File: src/rtl/sfe_pkg.sv
// Shared types and constants of the smoothstep fade engine.
// No dependencies; imported by the engine, its serial divider and its checker.
`timescale 1ns / 1ps

package sfe_pkg;

  // command codes
  localparam int CMD_W = 2;
  typedef logic [CMD_W-1:0] cmd_t;
  localparam cmd_t CMD_TICK = 2'd0;
  localparam cmd_t CMD_FADE = 2'd1;
  localparam cmd_t CMD_HIDE = 2'd2;

  // stream payload
  localparam int IN_DATA_W   = 24;  // show, fade_ms, zero pad
  localparam int OUT_DATA_W  = 24;  // level, flags, zero pad
  localparam int OUT_LEVEL_W = 16;
  localparam int FADE_W      = 16;
  localparam int DUR_W       = 15;  // non-negative part of fade_ms

  // epsilon register
  localparam int EPS_W = 16;
  typedef logic [EPS_W-1:0] eps_t;
  localparam eps_t EPS_RESET = 16'd66;

  // easing arithmetic
  localparam int FRAC_BITS = 16;                      // t and s are Q0.16
  localparam int DIV_CNT_W = $clog2(FRAC_BITS + 1);
  localparam int MUL_A_W   = 32;
  localparam int MUL_B_W   = 18;
  localparam logic [MUL_B_W-1:0] S_COEF = 18'h30000;  // 3.0 in Q2.16

endpackage

File: src/rtl/sfe_div.sv
// Restoring divider, one quotient bit per cycle: quo = floor(num * 2^16 / den).
// Requires num < den. Uses sfe_pkg.
`timescale 1ns / 1ps

module sfe_div import sfe_pkg::*; #(
  parameter int TIME_BITS = 16
) (
  input  logic                 clk,
  input  logic                 rst,
  input  logic                 start,
  input  logic [TIME_BITS-1:0] num,
  input  logic [TIME_BITS-1:0] den,
  output logic [FRAC_BITS-1:0] quo,
  output logic                 done
);

  logic [TIME_BITS-1:0] rem;
  logic [TIME_BITS-1:0] dvs;
  logic [DIV_CNT_W-1:0] cnt;
  logic [TIME_BITS:0]   rem2;
  logic [TIME_BITS:0]   diff;
  logic                 ge;

  assign rem2 = {rem, 1'b0};
  assign diff = rem2 - {1'b0, dvs};
  assign ge   = (rem2 >= {1'b0, dvs});

  always_ff @(posedge clk) begin
    if (rst) begin
      cnt  <= '0;
      done <= 1'b0;
    end else begin
      done <= 1'b0;
      if (start) begin
        cnt <= DIV_CNT_W'(FRAC_BITS);
      end else if (cnt != '0) begin
        cnt <= cnt - DIV_CNT_W'(1);
        if (cnt == DIV_CNT_W'(1)) begin
          done <= 1'b1;
        end
      end
    end
  end

  // remainder stays below den, so it fits TIME_BITS
  always_ff @(posedge clk) begin
    if (start) begin
      rem <= num;
      dvs <= den;
    end else if (cnt != '0) begin
      rem <= ge ? diff[TIME_BITS-1:0] : rem2[TIME_BITS-1:0];
      quo <= {quo[FRAC_BITS-2:0], ge};
    end
  end

endmodule

File: src/rtl/sfe_mul.sv
// Shift-add multiplier, one multiplier bit per cycle.
// Standalone; prod holds the full A_W + B_W bit product once done pulses.
`timescale 1ns / 1ps

module sfe_mul #(
  parameter int A_W = 32,
  parameter int B_W = 18
) (
  input  logic               clk,
  input  logic               rst,
  input  logic               start,
  input  logic [A_W-1:0]     a,
  input  logic [B_W-1:0]     b,
  output logic [A_W+B_W-1:0] prod,
  output logic               done
);

  localparam int CNT_W = $clog2(B_W + 1);

  logic [A_W-1:0]   hi;
  logic [A_W-1:0]   mcand;
  logic [B_W-1:0]   lo;     // multiplier bits out, product bits in
  logic [CNT_W-1:0] cnt;
  logic [A_W:0]     sum;

  assign sum  = {1'b0, hi} + (lo[0] ? {1'b0, mcand} : '0);
  assign prod = {hi, lo};

  always_ff @(posedge clk) begin
    if (rst) begin
      cnt  <= '0;
      done <= 1'b0;
    end else begin
      done <= 1'b0;
      if (start) begin
        cnt <= CNT_W'(B_W);
      end else if (cnt != '0) begin
        cnt <= cnt - CNT_W'(1);
        if (cnt == CNT_W'(1)) begin
          done <= 1'b1;
        end
      end
    end
  end

  always_ff @(posedge clk) begin
    if (start) begin
      hi    <= '0;
      lo    <= b;
      mcand <= a;
    end else if (cnt != '0) begin
      hi <= sum[A_W:1];
      lo <= {sum[0], lo[B_W-1:1]};
    end
  end

endmodule

File: src/rtl/smoothstep_fade_engine.sv
// Smoothstep fade engine. Items arrive on the s_t* stream: s_tuser carries the
// command (tick, fade, hide) and s_tdata the show flag and the signed fade
// duration in ms. Every item yields exactly one result on the m_t* stream with
// the level (Q0.16 style, all ones is full), the running and renderable flags
// and the target visibility. One item is worked on at a time. A tick that
// moves a running fade along the curve raises m_tvalid after a check of elapsed
// against the duration (the elapsed count advances at the accepting edge), the
// bit-serial divider for t = elapsed/duration, three passes through the shared
// shift-add multiplier (t*t, t^2*(3-2t), gap*s), a handoff after each of those
// four units, and the load of the result, which waits while the output register
// holds an untaken result. A tick that reaches the end of the fade passes the
// check, then the result load; every other item (idle tick, fade, hide, unused
// code) goes straight to the result load. The result sits in an output
// register, so the next item can be taken in the cycle after its result is
// loaded, even if the result waits. epsilon_level is written through
// cfg_valid/cfg_data, always ready; the user writes it only while idle, which
// the block does not enforce. Uses sfe_pkg, sfe_div and sfe_mul.
`timescale 1ns / 1ps

module smoothstep_fade_engine import sfe_pkg::*; #(
  parameter int LEVEL_BITS = 16,
  parameter int TIME_BITS  = 16
) (
  input  logic                  clk,
  input  logic                  rst,
  // configuration write: epsilon_level
  input  logic                  cfg_valid,
  output logic                  cfg_ready,
  input  logic [EPS_W-1:0]      cfg_data,
  // input items
  input  logic                  s_tvalid,
  output logic                  s_tready,
  input  logic [IN_DATA_W-1:0]  s_tdata,   // [0] show, [16:1] fade_ms, rest zero
  input  logic [CMD_W-1:0]      s_tuser,   // [1:0] command
  // result items
  output logic                  m_tvalid,
  input  logic                  m_tready,
  output logic [OUT_DATA_W-1:0] m_tdata    // [15:0] level, [16] is_running,
                                           // [17] is_renderable, [18] wants_visible
);

  localparam int CMP_W = (LEVEL_BITS > EPS_W) ? LEVEL_BITS : EPS_W;
  localparam int DW    = (TIME_BITS > DUR_W) ? TIME_BITS : DUR_W;
  localparam logic [LEVEL_BITS-1:0] LEVEL_MAX = {LEVEL_BITS{1'b1}};
  localparam logic [TIME_BITS-1:0]  TIME_MAX  = {TIME_BITS{1'b1}};

  // sequencer states
  localparam logic [2:0] ST_IDLE   = 3'd0;
  localparam logic [2:0] ST_CHECK  = 3'd1;
  localparam logic [2:0] ST_DIV    = 3'd2;
  localparam logic [2:0] ST_SQ     = 3'd3;
  localparam logic [2:0] ST_CUBE   = 3'd4;
  localparam logic [2:0] ST_MIX    = 3'd5;
  localparam logic [2:0] ST_RESULT = 3'd6;

  logic [2:0]            state;
  eps_t                  epsilon_level;
  logic [TIME_BITS-1:0]  elapsed_ms;
  logic [TIME_BITS-1:0]  total_ms;
  logic [LEVEL_BITS-1:0] start_level;
  logic [LEVEL_BITS-1:0] current_level;
  logic                  target_on;
  logic                  fading;

  // input fields
  cmd_t                  command;
  logic                  show;
  logic signed [FADE_W-1:0] fade_ms;

  logic                  in_acc;
  logic                  out_free;
  logic [DUR_W-1:0]      dur_ms;
  logic [DW-1:0]         dur_ext;
  logic [TIME_BITS-1:0]  dur_sat;
  logic [LEVEL_BITS-1:0] show_target;
  logic [LEVEL_BITS-1:0] target_level;
  logic [LEVEL_BITS-1:0] cmd_gap;
  logic [LEVEL_BITS-1:0] ease_gap;
  logic                  fade_runs;
  logic                  check_done;

  // serial units
  logic                       div_start;
  logic                       div_done;
  logic [FRAC_BITS-1:0]       ratio;
  logic                       mul_start;
  logic                       mul_done;
  logic [MUL_A_W-1:0]         mul_a;
  logic [MUL_B_W-1:0]         mul_b;
  logic [MUL_A_W+MUL_B_W-1:0] mul_prod;

  logic [LEVEL_BITS-1:0]  part;
  logic [LEVEL_BITS-1:0]  level_eased;
  logic [CMP_W-1:0]       cur_ext;
  logic                   renderable;

  assign command = s_tuser;
  assign show    = s_tdata[0];
  assign fade_ms = s_tdata[FADE_W:1];

  assign cfg_ready = 1'b1;
  assign s_tready  = (state == ST_IDLE);
  assign in_acc    = s_tvalid && s_tready;
  assign out_free  = !m_tvalid || m_tready;

  // negative durations count as zero; long ones saturate to the counter range
  assign dur_ms  = fade_ms[FADE_W-1] ? '0 : fade_ms[DUR_W-1:0];
  assign dur_ext = DW'(dur_ms);
  assign dur_sat = (dur_ext > DW'(TIME_MAX)) ? TIME_MAX : dur_ext[TIME_BITS-1:0];

  assign show_target  = show ? LEVEL_MAX : '0;
  assign target_level = target_on ? LEVEL_MAX : '0;
  assign cmd_gap      = show ? (LEVEL_MAX - current_level) : current_level;
  assign ease_gap     = target_on ? (LEVEL_MAX - start_level) : start_level;
  assign fade_runs    = (dur_ms != '0) && (CMP_W'(cmd_gap) > CMP_W'(epsilon_level));

  // fade over once elapsed reaches the duration
  assign check_done = (total_ms == '0) || (elapsed_ms >= total_ms);
  assign div_start  = (state == ST_CHECK) && !check_done;

  sfe_div #(
    .TIME_BITS(TIME_BITS)
  ) u_div (
    .clk  (clk),
    .rst  (rst),
    .start(div_start),
    .num  (elapsed_ms),
    .den  (total_ms),
    .quo  (ratio),
    .done (div_done)
  );

  // operand select for the three multiplier passes; each starts as the
  // previous unit finishes
  always_comb begin
    mul_start = 1'b0;
    mul_a     = '0;
    mul_b     = '0;
    case (state)
      ST_DIV: begin
        // t * t
        mul_start = div_done;
        mul_a     = MUL_A_W'(ratio);
        mul_b     = MUL_B_W'(ratio);
      end
      ST_SQ: begin
        // t^2 * (3 - 2t)
        mul_start = mul_done;
        mul_a     = mul_prod[MUL_A_W-1:0];
        mul_b     = S_COEF - MUL_B_W'({ratio, 1'b0});
      end
      ST_CUBE: begin
        // gap * s, s = previous product >> 32
        mul_start = mul_done;
        mul_a     = MUL_A_W'(ease_gap);
        mul_b     = mul_prod[MUL_A_W +: MUL_B_W];
      end
      default: ;
    endcase
  end

  sfe_mul #(
    .A_W(MUL_A_W),
    .B_W(MUL_B_W)
  ) u_mul (
    .clk  (clk),
    .rst  (rst),
    .start(mul_start),
    .a    (mul_a),
    .b    (mul_b),
    .prod (mul_prod),
    .done (mul_done)
  );

  // round gap*s/2^16 to nearest, ties up in magnitude
  assign part = mul_prod[FRAC_BITS +: LEVEL_BITS]
              + LEVEL_BITS'(mul_prod[FRAC_BITS-1]);
  assign level_eased = target_on ? (start_level + part) : (start_level - part);

  always_ff @(posedge clk) begin
    if (rst) begin
      state         <= ST_IDLE;
      m_tvalid      <= 1'b0;
      epsilon_level <= EPS_RESET;
      elapsed_ms    <= '0;
      total_ms      <= '0;
      start_level   <= '0;
      current_level <= '0;
      target_on     <= 1'b0;
      fading        <= 1'b0;
    end else begin
      if (cfg_valid && cfg_ready) begin
        epsilon_level <= cfg_data;
      end
      // result register: load when a result is ready, drop once taken
      if ((state == ST_RESULT) && out_free) begin
        m_tvalid <= 1'b1;
      end else if (m_tready) begin
        m_tvalid <= 1'b0;
      end
      case (state)
        ST_IDLE: begin
          if (in_acc) begin
            case (command)
              CMD_TICK: begin
                if (fading) begin
                  if (elapsed_ms != TIME_MAX) begin
                    elapsed_ms <= elapsed_ms + TIME_BITS'(1);
                  end
                  state <= ST_CHECK;
                end else begin
                  state <= ST_RESULT;
                end
              end
              CMD_FADE: begin
                total_ms    <= dur_sat;
                elapsed_ms  <= '0;
                start_level <= current_level;
                target_on   <= show;
                fading      <= fade_runs;
                if (!fade_runs) begin
                  current_level <= show_target;
                end
                state <= ST_RESULT;
              end
              CMD_HIDE: begin
                start_level   <= '0;
                current_level <= '0;
                target_on     <= 1'b0;
                fading        <= 1'b0;
                total_ms      <= '0;
                elapsed_ms    <= '0;
                state         <= ST_RESULT;
              end
              default: begin
                state <= ST_RESULT;
              end
            endcase
          end
        end
        ST_CHECK: begin
          if (check_done) begin
            current_level <= target_level;
            fading        <= 1'b0;
            state         <= ST_RESULT;
          end else begin
            state <= ST_DIV;
          end
        end
        ST_DIV: begin
          if (div_done) begin
            state <= ST_SQ;
          end
        end
        ST_SQ: begin
          if (mul_done) begin
            state <= ST_CUBE;
          end
        end
        ST_CUBE: begin
          if (mul_done) begin
            state <= ST_MIX;
          end
        end
        ST_MIX: begin
          if (mul_done) begin
            current_level <= level_eased;
            state         <= ST_RESULT;
          end
        end
        ST_RESULT: begin
          if (out_free) begin
            state <= ST_IDLE;
          end
        end
        default: begin
          state <= ST_IDLE;
        end
      endcase
    end
  end

  // result fields, taken from the state after the item
  assign cur_ext    = CMP_W'(current_level);
  assign renderable = fading || (cur_ext > CMP_W'(epsilon_level));

  always_ff @(posedge clk) begin
    if ((state == ST_RESULT) && out_free) begin
      m_tdata <= OUT_DATA_W'({target_on, renderable, fading, cur_ext[OUT_LEVEL_W-1:0]});
    end
  end

endmodule

File: config.mk
export PLATFORM = sky130hd
export DESIGN_NAME = smoothstep_fade_engine
export DESIGN_NICKNAME = d
export VERILOG_FILES = /design/src/rtl/sfe_pkg.sv /design/src/rtl/sfe_div.sv /design/src/rtl/sfe_mul.sv /design/src/rtl/smoothstep_fade_engine.sv
export SDC_FILE = /design/constraint.sdc
export NUM_CORES = 1
export LEC_CHECK = 0
export BUFFER_PORTS_ARGS = -buffer_cell sky130_fd_sc_hd__buf_4
export CAP_MARGIN = 0
export CELL_PAD_IN_SITES_DETAIL_PLACEMENT = 0
export CELL_PAD_IN_SITES_GLOBAL_PLACEMENT = 1
export CORE_MARGIN = 5
export CORE_UTILIZATION = 45
export DETAILED_ROUTE_END_ITERATION = 6
export PLACE_DENSITY = 0.85
export SYNTH_ARGS = -nofsm -noshare
export SYNTH_HDL_FRONTEND = slang
export SYNTH_SLANG_ARGS = --single-unit
File: constraint.sdc
create_clock -name clk -period 12.5 [get_ports clk]
set_input_delay 1.25 -clock clk [delete_from_list [all_inputs] [get_ports clk]]
set_output_delay 1.25 -clock clk [all_outputs]
set_load 0.1 [all_outputs]
==> run_results.csv, run 1 <==
group,metric,value,unit
status,outcome,"finished clean",
sta,skew,0.0178,ns
synth,ys_seq_area_share,38.5,%
drt,route.detailed.drc,0,
drt,via_per_inst,5.68,
placed_design,gp_congestion,0.899,
clocking,cts.repair.resized,0,
finish,final_core_util,50.7,%
clocking,cts_hold_buffers,0,
power,power_density,268,nW/µm²
finish,syn2layout_area_growth,11.1,%
synth,avgSynthCellArea,8.97,µm²
global_routing,grt_usage,20.0,%
global_routing,grt_pass1_wl,64800,µm
placed_design,hpwl,29000,µm
critical_path,r2r_cells,17,
finish,mostFrequentLayoutCell,"a21oi_1",
critical_path,crit_path_start_kind,"register",
drt,wl_per_cell,17.8,µm
critical_path,worstSetupEndpointType,"register",
hold_path,hold_end,"epsilon_level[9]",
hold_path,hp-class,"reg -> reg",
critical_path,arrival,5.23,ns
critical_path,cp_num_buf_inv,0,
power,ir_worst_vdd,0.153,mV
floorplan,ios,74,
floorplan,coreArea,34500,µm²
global_routing,grt_pass1_vias,12500,
synth,mappedNetlistArea,15800,µm²
critical_path,critPathTopFamily,"compound AO/OA/AOI/OAI gates",
synth,ys_types,85,
hold_path,min_from,"epsilon_level[9]",
critical_path,r2r_slack,7.74,ns
critical_path,crit_top_cell,"ha_1",
drt,wl,40000,µm
synth,synthCells,1757,
hold_path,holdPathStages,2,
critical_path,cp.required,12.97,ns
floorplan,die_x,197,µm
floorplan,row_count,68,
power,leakage,6.92,nW
sta,rsz0062_at_grt,"false",
drt,drtIter0Drc,883,
clocking,cts_max_level,1,
critical_path,r2r_end,"cur_ext[15]",
job,drv_cap,0,
critical_path,max_stage_delay,0.50,ns
synth,synth_edf_count,116,
placed_design,numPortBuffers,60,
sta,min_period,4.76,ns
global_routing,grt_max_degree,81,
global_routing,antenna_found_initial,0,
synth,yosys_warnings,0,
critical_path,reg2reg_from,"u_mul.lo[15]",
critical_path,path_cells,"ha_1, ha_1, or4_1, o22ai_2, nand2_1, or3_1, mux2_1, o21ai_1, xnor2_1, ha_1, and3_1, o2111a_1, o31ai_1, a21oi_1, and3_1, o31a_1, a211oi_2",
critical_path,path_class,"reg -> reg",
clocking,cts_buffer_depth,3,
global_routing,grt_overflow,0,
sta,finalCritPeriodShare,38.1,%
critical_path,cpMaxStageDelayCell,"or4_1",
clocking,clkSlewWorstSetupHoldPaths,0.06,ns
sta,worst_slew_pin_slew,1.19,ns
clocking,cts_tree,"built",
floorplan,die_height,197,µm
sta,slew_headroom,20.7,%
synth,async_reset_ff_share,0,%
floorplan,fp.dieArea,38900,µm²
clocking,cts_setup_buffers,0,
clocking,clock_sinks,245,
finish,final_cell_mix,"a21oi_1, nand2_1, nor2_1",
drt,drt.antenna.violating_nets,0,
power,power,4.69,mW
sta,fmax,0.210,GHz
drt,firstDrtPassIters,6,
clocking,numCtsBuffers,29,
sta,final_hold_viol_count,0,
sta,finalSetupViolations,0,
finish,drive_above_1_share,8.46,%
floorplan,start_util,45.6,%
sta,tns,0,ns
sta,slew_violations,0,
finish,final_nets,1951,
drt,vias,12800,
finish,antenna_cells,0,
critical_path,crit_fanout,5,
synth,ys_ff_latch,245,
synth,synth_flop_cell,"dfxtp_1",
clocking,clk_latency,0.55,ns
clocking,cts-root-buf,"clkbuf_16",
[tightest hold or removal path: stages, from the launching register on]
cell and delay [ns]:
dfxtp_1 0.32, mux2i_1 0.06, nor2_1 0.07
[area by class of cell]
cell class | count | area, µm²
clock buffer | 35 | 810
clock inverter | 18 | 194
fill | 3253 | 17000
inverter | 83 | 312
multi-input combinational | 1344 | 9020
sequential | 245 | 6070
tap | 455 | 569
timing repair buffer | 72 | 541
[cells by family (layout without fill, tap and decap cells)]
| group | Yosys count | after routing | synth area share, % |
|---|---|---|---|
| buffers and inverters | 172 | 208 | 4.38 |
| and+or+nand+nor | 588 | 588 | 18.5 |
| xor gates and xnor gates | 134 | 134 | 7.45 |
| adders and majority gates | 129 | 129 | 10.4 |
| other | 2 | 6 | 0.0477 |
| DFF | 245 | 245 | 38.5 |
| muxes | 43 | 43 | 2.80 |
| AOI/OAI and AO/OA | 444 | 444 | 17.9 |
[synth_stat cells, types with 8 or more instances]
cell      count  area (µm²)
buf_4         9        67.6
a211oi_1     20         150
clkbuf_1     68         255
nand2_1     145         544
o21a_1       26         195
nand3b_1     16         120
nand4_1      20         125
and3_1       20         125
nor2_1      137         514
o21ai_0      72         360
mux2i_1      37         370
and2_1       37         231
a21oi_1     173         866
nor2b_1      17         106
a31oi_1       9        56.3
xnor2_1      77         674
a21o_1       26         195
nand3_1      52         260
nor4_1       17         106
o211ai_1     13        97.6
ha_1        126        1580
a222oi_1      9        90.1
xor2_1       57         499
nor3_1       59         295
edfxtp_1    116        3480
inv_1        81         304
nand2b_1     23         144
dfxtp_1     129        2580
or3_1        16         100
buf_1         8        30.0
o22ai_1      13        81.3
[flip-flops by register name (all words and copies together), names as in the netlist, 16 cells and up]
signal	count
elapsed_ms	16
u_mul.lo	18
u_mul.hi	32
u_div.rem	16
start_level	16
u_mul.mcand	32
cur_ext	16
u_div.quo	16
epsilon_level	16
m_tdata	19
[metrics by stage]
stage               std cells  hold WS, ns  setup slack [ns]  instance area (µm²)
floorplan                1761        0.445              8.11                15800
global placement         2199        0.464              7.88                16500
detailed placement       2199        0.482              7.80                16500
CTS                      2252        0.497              7.76                17500
global route             2252        0.524              7.51                17500
finish                   2252        0.492              7.74                17500
[layer usage]
| layer | track usage, % | part of all wire [%] | up-vias |
|---|---|---|---|
| met1 | 27.6 | 46 | 6023 |
| li1 | - | - | 6403 |
| met2 | 33.2 | 46 | 313 |
| met4 | 5.34 | 2.5 | 0 |
| met5 | 0 | 0 | - |
| met3 | 2.75 | 5.3 | 53 |
[where the power goes]
| part | total (mW) | switching [mW] | internal [mW] | leakage [nW] |
|---|---|---|---|---|
| Sequential | 1.45 | 0.287 | 1.16 | 2.17 |
| Combinational | 2.37 | 1.41 | 0.958 | 4.26 |
| Clock | 0.868 | 0.358 | 0.511 | 0.493 |
| Total | 4.69 | 2.06 | 2.63 | 6.92 |
[how the worst max path moves through the flow]
stage	slack (ns)	to	depth (start not counted)	from
finish	7.74	cur_ext[15]	17	u_mul.lo[15]
global route	7.51	cur_ext[15]	17	u_mul.lo[15]
CTS	7.76	cur_ext[15]	17	u_mul.lo[15]
detailed placement	7.80	cur_ext[15]	17	u_mul.lo[15]
global placement	7.88	cur_ext[15]	17	u_mul.lo[15]
floorplan	8.11	elapsed_ms[12]	9	state[0]
(Power assumes the default switching activity.)
==> run 2: changes to the inputs <==
- ABC_AREA: unset -> 1
- PLACE_DENSITY: 0.85 -> 0.87
- clock period: 12.5 -> 4.65 ns (I/O delays scaled with it)
==> run_results.csv, run 2 <==
group,metric,value,unit
critical_path,path_class,"reg -> reg",
clocking,cts_setup_buffers,0,
clocking,clk_latency,0.58,ns
hold_path,hold_end,"epsilon_level[6]",
drt,wl,44700,µm
synth,ys_ff_latch,245,
critical_path,crit_fanout,5,
synth,yosys_warnings,0,
synth,synth_edf_count,116,
drt,vias,14300,
finish,top_regs,"u_mul.hi: 32 flops, u_mul.mcand: 32 flops, m_tdata: 19 flops",
synth,synth_flop_cell,"dfxtp_1",
clocking,cts_hold_buffers,0,
critical_path,crit_path_start_kind,"register",
finish,final_cells,2653,
critical_path,reg2reg_from,"u_mul.lo[15]",
critical_path,r2r_cells,18,
synth,synth_common_cells,"nand2_1, inv_1, a21oi_1",
power,leakage,8.20,nW
clocking,cts_tree,"built",
synth,synthCells,2129,
floorplan,die_height,200,µm
synth,ys_types,52,
sta,min_period,3.78,ns
critical_path,crit_top_cell,"ha_1",
floorplan,die_x,200,µm
drt,via_per_inst,5.40,
status,outcome,"finished, violations left",
hold_path,hp-class,"in -> reg",
critical_path,cp_num_buf_inv,3,
clocking,cts_buffer_depth,3,
power,power_density,726,nW/µm²
drt,route.detailed.drc,1,
floorplan,fp.dieArea,39900,µm²
floorplan,row_count,69,
sta,skew,0.0172,ns
floorplan,start_util,45.5,%
global_routing,antenna_found_initial,1,
finish,syn2layout_area_growth,11.7,%
critical_path,cpMaxStageDelayCell,"o21ai_0",
hold_path,min_from,"cfg_data[6]",
synth,synth_top_area_cell,"edfxtp_1",
clocking,numCtsBuffers,29,
finish,antenna_cells,0,
clocking,cts-root-buf,"clkbuf_16",
drt,drt.antenna.violating_nets,0,
sta,rsz0062_at_grt,"false",
critical_path,max_stage_delay,0.51,ns
status,failed_checks,"DRC",
sta,tns,0,ns
clocking,cts_max_level,1,
finish,drive_above_1_share,8.67,%
sta,fmax,0.264,GHz
critical_path,worstSetupEndpointType,"register",
power,power,13.1,mW
drt,wl_per_cell,16.8,µm
placed_design,numPortBuffers,60,
finish,final_nets,2345,
finish,final_core_util,50.9,%
hold_path,holdPathStages,3,
finish,final_cell_mix,"nand2_1, inv_1, a21oi_1",
placed_design,gp_congestion,0.893,
sta,worst_slew_pin_slew,1.18,ns
drt,drtIter0Drc,978,
power,ir_worst_vdd,0.357,mV
placed_design,placed_cells_incl_taps,2599,
critical_path,path_cells,"ha_1, ha_1, inv_1, ha_1, nand4_1, nor2_4, nor2_1, xor2_1, inv_1, ha_1, nand2_1, inv_1, nand3_1, o21ai_0, a21boi_0, or2_2, nand3_1, a21oi_2",
critical_path,r2r_slack,0.87,ns
floorplan,coreArea,35600,µm²
synth,ys_seq_area_share,37.5,%
sta,slew_headroom,21.4,%
job,drv_cap,0,
sta,timing.final.ws_setup,0.868,ns
synth,mappedNetlistArea,16200,µm²
synth,synthTopCellsByArea,"edfxtp_1, dfxtp_1, nand2_1, ha_1, inv_1",
placed_design,hpwl,33700,µm
sta,finalSetupViolations,0,
placed_design,pre_cts_slack,0.906,ns
synth,yosysMostFrequentCell,"nand2_1",
critical_path,critPathTopFamily,"adder cells",
global_routing,grt_pass1_wl,71200,µm
clocking,cts.repair.resized,0,
finish,mostFrequentLayoutCell,"nand2_1",
global_routing,grt_overflow,0,
critical_path,arrival,4.24,ns
global_routing,grt_pass1_vias,13600,
drt,firstDrtPassIters,7,
clocking,clkSlewWorstSetupHoldPaths,0.07,ns
global_routing,grt_usage,22.2,%
floorplan,ios,74,
sta,final_hold_viol_count,0,
critical_path,cp.required,5.11,ns
critical_path,r2r_end,"cur_ext[9]",
clocking,clock_sinks,245,
sta,finalCritPeriodShare,81.3,%
synth,avgSynthCellArea,7.61,µm²
synth,synth_top_area_share,21.5,%
global_routing,grt_max_degree,70,
synth,async_reset_ff_share,0,%
sta,slew_violations,0,
## run 2: cell families after synthesis
logic type | count (synthesis) | synth area share, %
AO/OA/AOI/OAI | 475 | 16.8
XOR/XNOR | 86 | 4.65
adder cells (fa/ha/maj) | 129 | 10.1
buffers and inverters | 379 | 9.09
flip-flops | 245 | 37.5
other | 2 | 0.0464
AND/OR/NAND/NOR | 813 | 21.8
## run 2: worst reg2reg max path: cells and delay by family (launching register included)
family                   cells  cell delay [ns]
adder cells (fa/ha/maj)      4             1.10
buffers and inverters        3             0.22
XOR/XNOR                     1             0.15
AND/OR/NAND/NOR              7             0.96
AO/OA/AOI/OAI                3             0.80
flip-flops                   1             0.45
## run 2: final cells by class
class,count,area [µm²]
clock buffer,41,906
clock inverter,13,134
fill,3524,17500
inverter,311,1170
multi-input combinational,1509,8700
sequential,245,6070
tap,461,577
timing repair buffer,73,548
## run 2: how the worst max path moves through the flow
| stage | start | cells after the start | to |
|---|---|---|---|
| floorplan | u_mul.lo[15] | 18 | cur_ext[13] |
| global placement | u_mul.lo[15] | 18 | cur_ext[9] |
| detailed placement | u_mul.lo[15] | 18 | cur_ext[9] |
| CTS | u_mul.lo[15] | 18 | cur_ext[9] |
| global route | u_mul.lo[15] | 21 | cur_ext[9] |
| finish | u_mul.lo[15] | 18 | cur_ext[9] |
## run 2: metrics by stage
step                cell area (µm²)  hold slack, ns
floorplan                     16200           0.406
global route                  18100           0.105
CTS                           18100          0.0927
finish                        18100           0.117
global placement              17100           0.412
detailed placement            17100           0.413
## run 2: metal layers
metal	GRT usage (%)	part of all wire, %	vias up
li1	-	-	7206
met1	31.1	46	6633
met2	35.3	44	405
met3	3.51	6.6	76
met4	7.02	2.9	2
met5	0	0.016	-
## run 2: where the power goes
part / internal [mW] / switching (mW)
combinational: 2.38 / 4.54
sequential: 3.17 / 0.624
clock: 1.43 / 0.994
==> run 3: changes to the inputs <==
- ABC_AREA: 1 -> 0
- CORE_UTILIZATION: 45 -> 44
- PLACE_DENSITY: 0.87 -> 0.86
- clock period: 4.65 -> 3.05 ns (I/O delays scaled with it)
==> run_results.csv, run 3 (same netlist as run 1, synthesis figures left out) <==
group,metric,value,unit
status,outcome,"finished, violations left",
status,failed_checks,"setup timing",
finish,syn2layout_area_growth,26.2,%
finish,final_nets,2164,
job,drv_cap,0,
critical_path,arrival,4.55,ns
clocking,clock_sinks,245,
global_routing,antenna_found_initial,2,
global_routing,grt_pass1_wl,70100,µm
drt,via_per_inst,5.63,
finish,drive_above_1_share,21.8,%
sta,slew_violations,0,
clocking,cts-root-buf,"clkbuf_16",
critical_path,crit_fanout,2,
drt,firstDrtPassIters,7,
sta,fmax,0.247,GHz
clocking,clk_latency,0.57,ns
placed_design,placed_cells_incl_taps,2373,
power,power,22.2,mW
global_routing,grt_pass1_vias,13700,
clocking,numCtsBuffers,28,
clocking,clkSlewWorstSetupHoldPaths,0.06,ns
clocking,cts_tree,"built",
critical_path,cp.required,3.54,ns
drt,drt.antenna.violating_nets,0,
drt,vias,13900,
finish,num-fill-cells,3022,
finish,final_core_util,56.1,%
floorplan,fp.dieArea,39700,µm²
floorplan,die_x,199,µm
sta,hold_slack,0.0132,ns
placed_design,numPortBuffers,60,
power,ir_worst_vdd,0.829,mV
power,power_density,1120,nW/µm²
floorplan,row_count,69,
global_routing,grt_overflow,0,
placed_design,gp_congestion,0.920,
sta,min_period,4.05,ns
critical_path,crit_path_start_kind,"register",
critical_path,path_class,"reg -> reg",
finish,mostFrequentLayoutCell,"buf_4",
drt,drtIter0Drc,1008,
finish,final_cell_mix,"buf_4, a21oi_1, nand2_1",
sta,timing.final.ws_setup,-1.00,ns
clocking,cts_max_level,1,
sta,final_hold_viol_count,0,
critical_path,r2r_cells,17,
placed_design,hpwl,32000,µm
finish,top_regs,"u_mul.hi: 32 flops, u_mul.mcand: 32 flops, m_tdata: 19 flops",
clocking,cts_buffer_depth,3,
sta,finalSetupViolations,13,
floorplan,die_height,199,µm
power,leakage,8.02,nW
hold_path,hp-class,"in -> reg",
floorplan,start_util,44.4,%
global_routing,grt_max_degree,51,
drt,wl_per_cell,17.8,µm
finish,antenna_cells,0,
sta,rsz0062_at_grt,"true",
drt,wl,44100,µm
sta,worst_slew_pin_slew,1.13,ns
drt,route.detailed.drc,0,
floorplan,ios,74,
global_routing,grt_usage,21.5,%
sta,slew_headroom,24.2,%
floorplan,coreArea,35500,µm²
sta,skew,0.0337,ns
hold_path,holdPathStages,3,
finish,final_cells,2471,
sta,finalCritPeriodShare,133,%
critical_path,worstSetupEndpointType,"register",
sta,tns,-7.72,ns
==> run 3: worst paths after layout <==
path | start | endpoint | slack, ns
hold / removal | cfg_data[11] | epsilon_level[11] | 0.01
hold reg to reg | u_div.quo[1] | u_div.quo[2] | 0.46
setup / recovery | u_mul.lo[16] | cur_ext[15] | -1.00
setup reg to reg | u_mul.lo[16] | cur_ext[15] | -1.00
==> run 3: what timing repair did <==
action | CTS | global route
gates cloned | 2 | 0
pin swaps | 32 | 53
endpoints found under the setup margin | 22 | 51
setup buffers | 15 | 16
hold buffers | 14 | 0
hold endpoints to repair | 14 | 0
gates resized for setup | 54 | 70
==> run 3: worst max-delay path, stage by stage (launching register included) <==
cell and delay [ns]:
edfxtp_1 0.39, ha_2 0.22, ha_4 0.22, or4_4 0.43, o22ai_4 0.13, nand2_2 0.07, or3_1 0.33, mux2_4 0.32
o21ai_4 0.15, xnor2_2 0.16, ha_1 0.28, and3_1 0.15, o2111a_2 0.14, o31ai_2 0.25, a21oi_1 0.11, and3_1 0.15
o31a_1 0.30, a211oi_2 0.20
==> run 3: per-layer routing <==
metal  up-vias  track usage, %  wire [µm]
met1      6635            28.5      19500
met5         -               0         11
met4         2            7.73       1620
met2       351            36.0      20700
met3        88            3.05       2190
li1       6827               -          -
==> run 3: stage by stage <==
stage,cell area [µm²],worst slack (ns)
finish,19900,-1.00
CTS,19400,-0.990
detailed placement,17900,-1.06
global route,19900,-1.12
floorplan,15900,-0.936
global placement,17900,-0.999
==> run 3: final cells by class <==
class / instances / area [µm²] / share of cell area, %
multi-input combinational: 1344 / 9750 / 49.0
sequential: 245 / 6070 / 30.5
timing repair buffer: 286 / 2280 / 11.5
clock buffer: 32 / 737 / 3.70
tap: 461 / 577 / 2.90
inverter: 83 / 312 / 1.57
clock inverter: 20 / 174 / 0.874
==> run 3: report_power, final <==
group | internal, mW | switching, mW
logic | 6.00 | 7.18
clock network | 1.98 | 1.40
registers | 4.75 | 0.893
